`src/design/ycbcr_to_rgb_pixel_packer_defines.svh`:
```
// ----------------------------------------------------------------------------
// YCbCr to RGB pixel packer: assertion macros
// Concurrent check wrappers, compiled out when NO_ASSERTIONS is defined.
// ----------------------------------------------------------------------------
`ifndef YCBCR_TO_RGB_PIXEL_PACKER_DEFINES_SVH
`define YCBCR_TO_RGB_PIXEL_PACKER_DEFINES_SVH

`ifndef NO_ASSERTIONS

// same-cycle implication
`define Y2RGB_ASSERT_IMP(lbl, clk, rst_n, ante, cons) \
  lbl: assert property (@(posedge clk) disable iff (!rst_n) (ante) |-> (cons)) \
    else $error("same-cycle check failed");

// next-cycle implication
`define Y2RGB_ASSERT_NEXT(lbl, clk, rst_n, ante, cons) \
  lbl: assert property (@(posedge clk) disable iff (!rst_n) (ante) |=> (cons)) \
    else $error("next-cycle check failed");

`else

`define Y2RGB_ASSERT_IMP(lbl, clk, rst_n, ante, cons)
`define Y2RGB_ASSERT_NEXT(lbl, clk, rst_n, ante, cons)

`endif

`endif

```
`src/design/y2rgb_pkg.sv`:
```
// ----------------------------------------------------------------------------
// YCbCr to RGB pixel packer package
// Widths, codes, stage types, luma expansion ROM and clipping functions.
// ----------------------------------------------------------------------------
package y2rgb_pkg;

  localparam int PIX_W     = 8;
  localparam int GAIN_W    = 18;
  localparam int FMT_W     = 3;
  localparam int CFG_IDX_W = 3;
  localparam int PACK_W    = 64;
  localparam int BYTES_W   = 4;
  localparam int PROD_W    = 28;
  localparam int SUM_W     = 29;

  typedef enum logic [FMT_W-1:0] {
    FMT_BGR888   = 3'd0,
    FMT_BGRA8888 = 3'd1,
    FMT_RGB565   = 3'd2,
    FMT_RGB888   = 3'd3,
    FMT_RGBA8888 = 3'd4,
    FMT_RGBA16   = 3'd5
  } fmt_t;

  typedef enum logic [CFG_IDX_W-1:0] {
    REG_OUT_FORMAT    = 3'd0,
    REG_LUMA_EXPAND   = 3'd1,
    REG_GAIN_CR_RED   = 3'd2,
    REG_GAIN_CR_GREEN = 3'd3,
    REG_GAIN_CB_GREEN = 3'd4,
    REG_GAIN_CB_BLUE  = 3'd5
  } cfg_idx_t;

  localparam logic [FMT_W-1:0]  RST_OUT_FORMAT    = FMT_RGB888;
  localparam logic              RST_LUMA_EXPAND   = 1'b0;
  localparam logic [GAIN_W-1:0] RST_GAIN_CR_RED   = 18'd89849;
  localparam logic [GAIN_W-1:0] RST_GAIN_CR_GREEN = 18'd45744;
  localparam logic [GAIN_W-1:0] RST_GAIN_CB_GREEN = 18'd22020;
  localparam logic [GAIN_W-1:0] RST_GAIN_CB_BLUE  = 18'd113508;

  localparam logic [7:0]         ALPHA8      = 8'hFF;
  localparam logic [15:0]        ALPHA16     = 16'h7FFF;
  localparam logic [BYTES_W-1:0] BYTES_565   = 4'd2;
  localparam logic [BYTES_W-1:0] BYTES_888   = 4'd3;
  localparam logic [BYTES_W-1:0] BYTES_8888  = 4'd4;
  localparam logic [BYTES_W-1:0] BYTES_WIDE  = 4'd8;

  typedef struct packed {
    logic [FMT_W-1:0]  out_format;
    logic              luma_expand;
    logic [GAIN_W-1:0] gain_cr_red;
    logic [GAIN_W-1:0] gain_cr_green;
    logic [GAIN_W-1:0] gain_cb_green;
    logic [GAIN_W-1:0] gain_cb_blue;
  } cfg_t;

  // first stage: luma after expansion and the four chroma products
  typedef struct packed {
    logic [PIX_W-1:0]         y;
    logic signed [PROD_W-1:0] p_cr_red;
    logic signed [PROD_W-1:0] p_cr_green;
    logic signed [PROD_W-1:0] p_cb_green;
    logic signed [PROD_W-1:0] p_cb_blue;
  } s1_t;

  typedef logic [PIX_W-1:0] luma_rom_t [256];

  // rom[i] = floor(1.1644*i - 255*0.0627 + 0.5), clipped to 0..255
  function automatic luma_rom_t build_luma_rom();
    luma_rom_t rom;
    int        t;
    int        v;
    for (int i = 0; i < 256; i++) begin
      t = 11644 * i - 154885;
      if (t < 0) begin
        v = 0;
      end else begin
        v = t / 10000;
      end
      if (v > 255) begin
        v = 255;
      end
      rom[i] = v[PIX_W-1:0];
    end
    return rom;
  endfunction

  localparam luma_rom_t LUMA_ROM = build_luma_rom();

  // floor shift by 16, clip to 0..255
  function automatic logic [7:0] clip_u8(input logic signed [SUM_W-1:0] s);
    logic signed [SUM_W-17:0] q;
    q = $signed(s[SUM_W-1:16]);
    if (q < 0) begin
      return 8'd0;
    end else if (q > 255) begin
      return 8'd255;
    end else begin
      return q[7:0];
    end
  endfunction

  // floor shift by 8, clip to signed 16 bits
  function automatic logic [15:0] clip_s16(input logic signed [SUM_W-1:0] s);
    logic signed [SUM_W-9:0] q;
    q = $signed(s[SUM_W-1:8]);
    if (q < -32768) begin
      return 16'h8000;
    end else if (q > 32767) begin
      return 16'h7FFF;
    end else begin
      return q[15:0];
    end
  endfunction

endpackage

```
`src/design/y2rgb_if.sv`:
```
// ----------------------------------------------------------------------------
// YCbCr to RGB pixel packer channels
// Valid/ready interfaces for pixel input, packed output and register writes.
// ----------------------------------------------------------------------------
interface y2rgb_in_if;
  logic                         valid;
  logic                         ready;
  logic [y2rgb_pkg::PIX_W-1:0]  luma;
  logic [y2rgb_pkg::PIX_W-1:0]  chroma_blue;
  logic [y2rgb_pkg::PIX_W-1:0]  chroma_red;

  modport source (output valid, output luma, output chroma_blue, output chroma_red,
                  input ready);
  modport sink   (input valid, input luma, input chroma_blue, input chroma_red,
                  output ready);
endinterface

interface y2rgb_out_if;
  logic                           valid;
  logic                           ready;
  logic [y2rgb_pkg::PACK_W-1:0]   packed_pixel;
  logic [y2rgb_pkg::BYTES_W-1:0]  pixel_bytes;

  modport source (output valid, output packed_pixel, output pixel_bytes, input ready);
  modport sink   (input valid, input packed_pixel, input pixel_bytes, output ready);
endinterface

interface y2rgb_cfg_if;
  logic                             valid;
  logic                             ready;
  logic [y2rgb_pkg::CFG_IDX_W-1:0]  index;
  logic [y2rgb_pkg::GAIN_W-1:0]     data;

  modport source (output valid, output index, output data, input ready);
  modport sink   (input valid, input index, input data, output ready);
endinterface

```
`src/design/y2rgb_cfg.sv`:
```
// ----------------------------------------------------------------------------
// YCbCr to RGB pixel packer register file
// Holds output format, luma expansion enable and the four chroma gains.
// ----------------------------------------------------------------------------
module y2rgb_cfg (
  input  logic              clk,
  input  logic              rst_n,
  y2rgb_cfg_if.sink         cfg_wr,
  output y2rgb_pkg::cfg_t   cfg_q
);
  import y2rgb_pkg::*;

  cfg_t cfg_r;
  cfg_t cfg_nxt;

  assign cfg_wr.ready = 1'b1;
  assign cfg_q        = cfg_r;

  always_comb begin
    cfg_nxt = cfg_r;
    if (cfg_wr.valid) begin
      unique case (cfg_idx_t'(cfg_wr.index))
        REG_OUT_FORMAT:    cfg_nxt.out_format    = cfg_wr.data[FMT_W-1:0];
        REG_LUMA_EXPAND:   cfg_nxt.luma_expand   = cfg_wr.data[0];
        REG_GAIN_CR_RED:   cfg_nxt.gain_cr_red   = cfg_wr.data;
        REG_GAIN_CR_GREEN: cfg_nxt.gain_cr_green = cfg_wr.data;
        REG_GAIN_CB_GREEN: cfg_nxt.gain_cb_green = cfg_wr.data;
        REG_GAIN_CB_BLUE:  cfg_nxt.gain_cb_blue  = cfg_wr.data;
        // drop writes to unmapped indexes
        default:           cfg_nxt = cfg_r;
      endcase
    end
  end

  always_ff @(posedge clk) begin
    if (!rst_n) begin
      cfg_r.out_format    <= RST_OUT_FORMAT;
      cfg_r.luma_expand   <= RST_LUMA_EXPAND;
      cfg_r.gain_cr_red   <= RST_GAIN_CR_RED;
      cfg_r.gain_cr_green <= RST_GAIN_CR_GREEN;
      cfg_r.gain_cb_green <= RST_GAIN_CB_GREEN;
      cfg_r.gain_cb_blue  <= RST_GAIN_CB_BLUE;
    end else begin
      cfg_r <= cfg_nxt;
    end
  end

endmodule

```
`src/design/y2rgb_pack.sv`:
```
// ----------------------------------------------------------------------------
// YCbCr to RGB pixel packer output stage logic
// Sums luma and chroma products, clips each channel and packs the pixel.
// ----------------------------------------------------------------------------
module y2rgb_pack (
  input  y2rgb_pkg::s1_t                   s1,
  input  y2rgb_pkg::cfg_t                  cfg,
  output logic [y2rgb_pkg::PACK_W-1:0]     packed_pixel,
  output logic [y2rgb_pkg::BYTES_W-1:0]    pixel_bytes
);
  import y2rgb_pkg::*;

  logic signed [SUM_W-1:0] y_s;
  logic signed [SUM_W-1:0] sum_r;
  logic signed [SUM_W-1:0] sum_g;
  logic signed [SUM_W-1:0] sum_b;
  logic [7:0]              r8;
  logic [7:0]              g8;
  logic [7:0]              b8;
  logic [15:0]             r16;
  logic [15:0]             g16;
  logic [15:0]             b16;
  logic [15:0]             w565;

  assign y_s   = $signed({{(SUM_W-PIX_W-16){1'b0}}, s1.y, 16'd0});
  assign sum_r = y_s + SUM_W'(s1.p_cr_red);
  assign sum_g = y_s - SUM_W'(s1.p_cr_green) - SUM_W'(s1.p_cb_green);
  assign sum_b = y_s + SUM_W'(s1.p_cb_blue);

  assign r8  = clip_u8(sum_r);
  assign g8  = clip_u8(sum_g);
  assign b8  = clip_u8(sum_b);
  assign r16 = clip_s16(sum_r);
  assign g16 = clip_s16(sum_g);
  assign b16 = clip_s16(sum_b);

  assign w565 = {r8[7:3], g8[7:2], b8[7:3]};

  always_comb begin
    unique case (fmt_t'(cfg.out_format))
      FMT_BGR888: begin
        packed_pixel = {40'd0, r8, g8, b8};
        pixel_bytes  = BYTES_888;
      end
      FMT_BGRA8888: begin
        packed_pixel = {32'd0, ALPHA8, r8, g8, b8};
        pixel_bytes  = BYTES_8888;
      end
      FMT_RGB565: begin
        packed_pixel = {48'd0, w565};
        pixel_bytes  = BYTES_565;
      end
      FMT_RGBA8888: begin
        packed_pixel = {32'd0, ALPHA8, b8, g8, r8};
        pixel_bytes  = BYTES_8888;
      end
      FMT_RGBA16: begin
        packed_pixel = {ALPHA16, b16, g16, r16};
        pixel_bytes  = BYTES_WIDE;
      end
      // RGB888 and the unused codes
      default: begin
        packed_pixel = {40'd0, b8, g8, r8};
        pixel_bytes  = BYTES_888;
      end
    endcase
  end

endmodule

```
`src/design/ycbcr_to_rgb_pixel_packer.sv`:
```
// An accepted request is registered in stage 1, then in the stage 2 register that drives out_px.
// Throughput: one pixel per cycle; a stage advances when the one after it is empty or being taken.
// Stage 1 registers luma (via the expansion ROM when enabled, except for RGBA16) and four 18x9 chroma products;
// stage 2 forms the sums and clipped channels and registers the packed word and byte count.
// Reset (rst_n low, synchronous): pipeline emptied, registers back to RGB888,
// no expansion and the BT.601 default gains.
// ----------------------------------------------------------------------------
// YCbCr to RGB pixel packer
// Converts one YCbCr pixel per cycle, when the output is not stalled, to a packed BGR/RGB/RGBA output pixel.
// ----------------------------------------------------------------------------
`include "ycbcr_to_rgb_pixel_packer_defines.svh"

module ycbcr_to_rgb_pixel_packer (
  input  logic          clk,
  input  logic          rst_n,
  y2rgb_in_if.sink      in_px,
  y2rgb_out_if.source   out_px,
  y2rgb_cfg_if.sink     cfg_wr
);
  import y2rgb_pkg::*;

  cfg_t                    cfg_q;
  s1_t                     s1_r;
  s1_t                     s1_nxt;
  logic                    s1_v_r;
  logic                    s1_v_nxt;
  logic                    out_v_r;
  logic                    out_v_nxt;
  logic [PACK_W-1:0]       packed_r;
  logic [PACK_W-1:0]       packed_nxt;
  logic [BYTES_W-1:0]      bytes_r;
  logic [BYTES_W-1:0]      bytes_nxt;
  logic                    out_free;
  logic                    in_acc;
  logic                    wide;
  logic signed [PIX_W:0]   dcb;
  logic signed [PIX_W:0]   dcr;

  y2rgb_cfg u_cfg (
    .clk    (clk),
    .rst_n  (rst_n),
    .cfg_wr (cfg_wr),
    .cfg_q  (cfg_q)
  );

  // handshake: stage 2 frees when empty or taken, stage 1 when it can move on
  assign out_free     = !out_v_r || out_px.ready;
  assign in_px.ready  = !s1_v_r || out_free;
  assign in_acc       = in_px.valid && in_px.ready;

  assign s1_v_nxt  = in_px.ready ? in_px.valid : s1_v_r;
  assign out_v_nxt = out_free ? s1_v_r : out_v_r;

  // stage 1: luma expansion and chroma products
  assign wide = (fmt_t'(cfg_q.out_format) == FMT_RGBA16);
  assign dcb  = $signed({1'b0, in_px.chroma_blue}) - $signed(9'd128);
  assign dcr  = $signed({1'b0, in_px.chroma_red}) - $signed(9'd128);

  always_comb begin
    s1_nxt.y          = (cfg_q.luma_expand && !wide) ? LUMA_ROM[in_px.luma] : in_px.luma;
    s1_nxt.p_cr_red   = $signed({{(PROD_W-GAIN_W){1'b0}}, cfg_q.gain_cr_red}) * PROD_W'(dcr);
    s1_nxt.p_cr_green = $signed({{(PROD_W-GAIN_W){1'b0}}, cfg_q.gain_cr_green}) * PROD_W'(dcr);
    s1_nxt.p_cb_green = $signed({{(PROD_W-GAIN_W){1'b0}}, cfg_q.gain_cb_green}) * PROD_W'(dcb);
    s1_nxt.p_cb_blue  = $signed({{(PROD_W-GAIN_W){1'b0}}, cfg_q.gain_cb_blue}) * PROD_W'(dcb);
  end

  // stage 2: sum, clip, pack
  y2rgb_pack u_pack (
    .s1           (s1_r),
    .cfg          (cfg_q),
    .packed_pixel (packed_nxt),
    .pixel_bytes  (bytes_nxt)
  );

  always_ff @(posedge clk) begin
    if (!rst_n) begin
      s1_v_r  <= 1'b0;
      out_v_r <= 1'b0;
    end else begin
      s1_v_r  <= s1_v_nxt;
      out_v_r <= out_v_nxt;
    end
  end

  always_ff @(posedge clk) begin
    if (in_acc) begin
      s1_r <= s1_nxt;
    end
    if (out_free && s1_v_r) begin
      packed_r <= packed_nxt;
      bytes_r  <= bytes_nxt;
    end
  end

  assign out_px.valid        = out_v_r;
  assign out_px.packed_pixel = packed_r;
  assign out_px.pixel_bytes  = bytes_r;

  `Y2RGB_ASSERT_NEXT(a_accept_fills_s1, clk, rst_n, in_acc, s1_v_r)
  `Y2RGB_ASSERT_NEXT(a_s1_holds_on_stall, clk, rst_n, s1_v_r && !out_free,
    s1_v_r && $stable(s1_r))
  `Y2RGB_ASSERT_IMP(a_bytes_legal, clk, rst_n, out_v_r,
    (bytes_r == BYTES_565) || (bytes_r == BYTES_888) ||
    (bytes_r == BYTES_8888) || (bytes_r == BYTES_WIDE))
  `Y2RGB_ASSERT_IMP(a_wide_alpha, clk, rst_n, out_v_r && (bytes_r == BYTES_WIDE),
    packed_r[PACK_W-1:PACK_W-16] == ALPHA16)

endmodule
```
`src/flat_wrapper.sv`:
```
// flat-port wrapper written by rule: the top's interface ports become plain ports
module ycbcr_to_rgb_pixel_packer_flat import y2rgb_pkg::*;
  (clk, rst_n, in_px_valid, in_px_luma, in_px_chroma_blue, in_px_chroma_red, in_px_ready, out_px_valid, out_px_packed_pixel, out_px_pixel_bytes, out_px_ready, cfg_wr_valid, cfg_wr_index, cfg_wr_data, cfg_wr_ready);
  y2rgb_in_if in_px_i ();
  y2rgb_out_if out_px_i ();
  y2rgb_cfg_if cfg_wr_i ();
  input  logic clk;
  input  logic rst_n;
  input wire logic [$bits(in_px_i.valid)-1:0] in_px_valid;
  input wire logic [$bits(in_px_i.luma)-1:0] in_px_luma;
  input wire logic [$bits(in_px_i.chroma_blue)-1:0] in_px_chroma_blue;
  input wire logic [$bits(in_px_i.chroma_red)-1:0] in_px_chroma_red;
  output wire logic [$bits(in_px_i.ready)-1:0] in_px_ready;
  output wire logic [$bits(out_px_i.valid)-1:0] out_px_valid;
  output wire logic [$bits(out_px_i.packed_pixel)-1:0] out_px_packed_pixel;
  output wire logic [$bits(out_px_i.pixel_bytes)-1:0] out_px_pixel_bytes;
  input wire logic [$bits(out_px_i.ready)-1:0] out_px_ready;
  input wire logic [$bits(cfg_wr_i.valid)-1:0] cfg_wr_valid;
  input wire logic [$bits(cfg_wr_i.index)-1:0] cfg_wr_index;
  input wire logic [$bits(cfg_wr_i.data)-1:0] cfg_wr_data;
  output wire logic [$bits(cfg_wr_i.ready)-1:0] cfg_wr_ready;
  assign in_px_i.valid = in_px_valid;
  assign in_px_i.luma = in_px_luma;
  assign in_px_i.chroma_blue = in_px_chroma_blue;
  assign in_px_i.chroma_red = in_px_chroma_red;
  assign in_px_ready = in_px_i.ready;
  assign out_px_valid = out_px_i.valid;
  assign out_px_packed_pixel = out_px_i.packed_pixel;
  assign out_px_pixel_bytes = out_px_i.pixel_bytes;
  assign out_px_i.ready = out_px_ready;
  assign cfg_wr_i.valid = cfg_wr_valid;
  assign cfg_wr_i.index = cfg_wr_index;
  assign cfg_wr_i.data = cfg_wr_data;
  assign cfg_wr_ready = cfg_wr_i.ready;
  ycbcr_to_rgb_pixel_packer u_core (.clk(clk), .rst_n(rst_n), .in_px(in_px_i), .out_px(out_px_i), .cfg_wr(cfg_wr_i));
endmodule
```
`config.mk`:
```
export PLATFORM = sky130hd
export DESIGN_NAME = ycbcr_to_rgb_pixel_packer_flat
export DESIGN_NICKNAME = d
export VERILOG_FILES = /design/src/design/y2rgb_pkg.sv /design/src/design/y2rgb_if.sv /design/src/design/y2rgb_cfg.sv /design/src/design/y2rgb_pack.sv /design/src/design/ycbcr_to_rgb_pixel_packer.sv /design/src/flat_wrapper.sv
export VERILOG_INCLUDE_DIRS = /design/src /design/src/design
export SDC_FILE = /design/constraint.sdc
export NUM_CORES = 2
export LEC_CHECK = 0
export ABC_AREA = 1
export BUFFER_PORTS_ARGS = -buffer_cell sky130_fd_sc_hd__buf_2
export CORE_MARGIN = 2
export CORE_UTILIZATION = 65
export DETAILED_ROUTE_END_ITERATION = 8
export HOLD_SLACK_MARGIN = 0.06
export PLACE_DENSITY = 0.89
export SYNTH_ARGS = -nofsm -noshare
export SYNTH_HDL_FRONTEND = slang
export SYNTH_HIERARCHICAL = 1
export SYNTH_SLANG_ARGS = --single-unit
```
`constraint.sdc`:
```
create_clock -name clk -period 6.2 [get_ports clk]
set_input_delay 0.62 -clock clk [delete_from_list [all_inputs] [get_ports clk]]
set_output_delay 0.62 -clock clk [all_outputs]
set_load 0.05 [all_outputs]
```
### Word level (Yosys, flattened, before mapping)

Memories as Yosys holds them, arrays and structs flattened.
Cells that the tools add are included.

* register bits after elaboration: 266
* ROM bits: 2048
* input bits: 50
* output and inout bits: 71
* logic and storage cells: 83
* memories kept: 1

Memories
* (name not given): words 256, width 8, rd ports 1, clocked after memory_dff 0, wr ports 0, line ycbcr_to_rgb_pixel_packer.sv:60 `s1_nxt.y = (cfg_q.luma_expand && !wide) ? LUMA_ROM[in_px.luma] : in_px.luma;`

* add/subtract/negate cells: 6
* $mul: 4
* magnitude comparators: 13
* equal/unequal tests: 9
* mux-type cells: 17
* bitwise logic cells: 1
* reductions and logical operators: 17

Operator list (count)
* $pmux 63 s5: 1
* $mul 19x9->28: 4
* $mux 16: 6
* $mux 8: 9
* $gt 21x16->1 const B: 3
* $lt 21x16->1 const B: 3
* $add 25x28->29: 2
* $gt 13x9->1 const B: 3
* $lt 13x1->1 const B: 3
* $sub 25x28->29: 1
* $sub 29x28->29: 1
* $sub 8x8->9 const B: 2
* $eq 3x3->1 const B: 4
* $pmux 4 s3: 1
* $reduce_and 2->1: 6
* $eq 3x2->1 const B: 3
* $ge 9x9->1 const B: 1
* $not 8->9: 1
* $eq 3x1->1 const B: 2
* $logic_not 3->1: 2
* $logic_and 1x1->1: 3
* $logic_not 1->1: 3
* $logic_or 1x1->1: 2
* $reduce_or 2->1: 1

### Longest topological paths before layout

* word-level depth: 6
* mapped depth: 27
* mapped depth without buffers: 25

### Cells and area by module

Netlist, hierarchy kept.

By module, submodules not included
* ycbcr_to_rgb_pixel_packer: instances 1, cells each 3483, area an instance 29261.8 µm², sequential area each 5685.5 µm²
* y2rgb_pack: instances 1, cells each 886, area an instance 4800.9 µm², sequential area each 0.0 µm²
* y2rgb_cfg: instances 1, cells each 407, area an instance 2935.3 µm², sequential area each 1521.5 µm²

### Least setup slack after synthesis

Ideal clock, no wire load.

* kind: input to register
* start point: input in_px_chroma_blue[0]
* end point: register u_core/s1_r[45] (netlist name) (data pin)
* setup time: 259 ps
* data arrival time: 4959 ps
* required time: 5941 ps
* setup slack: 982 ps
* stages on the path: 19
* path buffers: 2
* cells stage by stage: clkbuf_1 > clkbuf_1 > nand2_1 > fa_1 > inv_1 > fa_1 > fa_1 > fa_1 > inv_1 > fa_1 > inv_1 > ha_1 > a21oi_1 > nand2_1 > a21boi_2 > o21ai_1 > nand2_1 > nand2_1 > xor2_1

RTL lines
* start: declaration: line flat_wrapper.sv:11 `input wire logic [$bits(in_px_i.chroma_blue)-1:0] in_px_chroma_blue;`
* end signal: assignment: line ycbcr_to_rgb_pixel_packer.sv:87 `s1_r <= s1_nxt;`
* end: declaration: line ycbcr_to_rgb_pixel_packer.sv:23 `s1_t s1_r;`

==> results.yml <==
power_and_ir_drop:
  p_sw_mw: 8.99
  p_int_mw: 7.98
  power.share.combinational: 0.737
  powerDensity_mw_per_mm2: 444
  clkPwrFrac: 0.100
  p_sw_frac: 0.530
  irDropWorstVdd_v: 0.000339
  p_leak_nw: 21.5
  pwr-share-seq: 0.162
sta:
  max_freq_mhz: 196
  rsz0062_at_grt: "false"
  period_share: 0.821
  fin_setup_tns_ns: 0
  worst_pin_slew_ns: 1.16
  relSlewSlack: 0.226
  setup_viol: 0
  hold_viol: 0
  fin_skew_ns: 0.0123
  min_period_ns: 5.09
  slew_viol_final: 0
  setup_ws_ns: 1.11
setup_path:
  slowest_stage: "fa_1"
  crit_path_max_incr_delay_ns: 0.54
  path_class: "in2reg"
  start_kind: "input port"
  crit_chain: "buf_2 > inv_1 > buf_4 > nand2_1 > fa_1 > inv_1 > fa_1 > fa_1 > inv_1 > fa_1 > inv_1 > ha_1 > ha_1 > a21oi_1 > nor2_1 > nor2_1 > nor2_1 > nor3_1 > nand2_1 > nand2_1 > nand2_1"
  critPathTopFamily: "adder cells"
  critical_path_buf_inv_count: 6
  cp.required_ns: 6.53
  endpoint_kind: "flop"
  critPathMaxFanout: 12
  arrival_ns: 5.42
yosys:
  yosys_warnings: 6
  postSynthAreaPerCell_um2: 7.68
  synth_nets: 5626
  syn-cell-area_mm2: 0.0365
  syn_inst: 4752
global_route:
  grt_max_degree: 78
  track_usage: 0.343
  grt_pass1_vias: 30900
  grt_util_met3: 0.0808
  grt_pass1_wl_mm: 157
  met1_usage: 0.453
  met2_usage: 0.540
  overflow: 0
  top_usage_layer: "met2"
  grt_antenna_before_repair: 1
clock_network:
  clk_path_buf_depth: 3
  clock_latency_ns: 0.58
  cts_made_buffers: 28
  cts_setup_buffers: 0
  h-tree-depth: 1
  cts-resized-gates: 0
  cts_tree: "done"
  clk_pin_slew_worst_paths_ns: 0.06
  cts.sink_count: 250
  cts_hold_buf: 0
  cts-root-buf: "clkbuf_16"
die:
  initial_utilization: 0.660
  core_mm2: 0.0553
  die_x_um: 241
  std_cell_rows: 86
  ios: 121
  die_area_mm2: 0.0580
  fp.dieH_um: 241
place:
  pre_cts_slack_ns: 0.640
  gp_congestion: 1.01
  io_buffer_count: 119
  place_hpwl_mm: 76.8
drt:
  route.detailed.wl_per_inst_um: 17.7
  drc_errors: 0
  viasPerCell: 5.68
  via_count: 31200
  firstDrtPassIters: 9
  wirelength_mm: 96.9
  drtIter0Drc: 3317
  drtAntennaViolNets: 0
cells_and_area:
  final_util: 0.690
  syn_to_final_growth_pct: 4.69
  drive_above_1_share: 0.0612
  fillers: 4385
  layout.nets: 5590
worst_hold_path:
  min_path_type: "in2reg"
outcome:
  status: "finished clean"
run:
  timing.max_cap.violations: 0
==> final cells by class <==
class / instances / area [um2] / area share
Multi-Input combinational cell: 3309 / 25100 / 0.656
Sequential cell: 250 / 6730 / 0.176
Inverter: 976 / 3670 / 0.0961
Tap cell: 748 / 936 / 0.0245
Timing Repair Buffer: 151 / 848 / 0.0222
Clock buffer: 35 / 769 / 0.0202
Clock inverter: 15 / 160 / 0.00419
Antenna cell: 5 / 12.5 / 0.000328
==> worst min-delay path: stages <==
cell     delay (ns)
buf_2          0.09
nand2_1        0.05
nand3_1        0.07
==> through the flow <==
step,instance area (um2),power [mW],std cells,hold slack [ns]
global placement,37200,14.7,5434,0.439
CTS,38200,16.7,5484,0.272
global route,38200,18.5,5484,0.300
floorplan,36500,11.7,4752,0.427
detailed placement,37200,14.8,5434,0.449
finish,38200,17.0,5489,0.283
==> final timing paths <==
path | start | end | slack [ns] | cells past startpoint
max | in_px_chroma_red[7] | u_core/s1_r[83] | 1.11 | 21
min | cfg_wr_data[8] | u_core/u_cfg/cfg_q[8] | 0.28 | 3
max reg2reg | u_core/u_cfg/cfg_q[26] | u_core/s1_r[45] | 1.12 | 17
min reg2reg | u_core/u_cfg/cfg_q[8] | u_core/u_cfg/cfg_q[8] | 0.49 | 2
==> power by group through the flow <==
stage	sequential [mW]	combinational [mW]	clock (mW)
6_report	2.76	12.5	1.70
2_1_floorplan	2.76	8.96	0
4_1_cts	2.75	12.2	1.73
3_5_place_dp	2.79	12.1	0
3_3_place_gp	2.77	11.9	0
5_1_grt	2.78	13.9	1.79
==> placed cells by master (no fill, tap or decap), drive strengths merged, types with 30 or more instances in the layout <==
cell    instances
o21ai          78
inv           976
xnor2          36
edfxtp        172
buf           151
nor2          367
clkbuf         35
nand2        1324
xor2           58
a21oi         163
nor3           37
fa            462
ha            362
nand4          30
nand3         299
dfxtp          78
==> per-layer routing <==
layer  vias up  part of all wire
li1      14400                 -
met1     14700              0.39
met2      1788              0.44
met3       314              0.12
met4         0             0.047
met5         -                 0
==> sequential cells by signal, summed over array words and instances (netlist names) <==
register,count
u_core/s1_r,104
u_core/u_cfg/cfg_q,76
u_core/out_px.packed_pixel,64
u_core/out_px.pixel_bytes,4
u_core/s1_v_r,1
u_core/out_px.valid,1
Power figures use the tool's default switching activity.
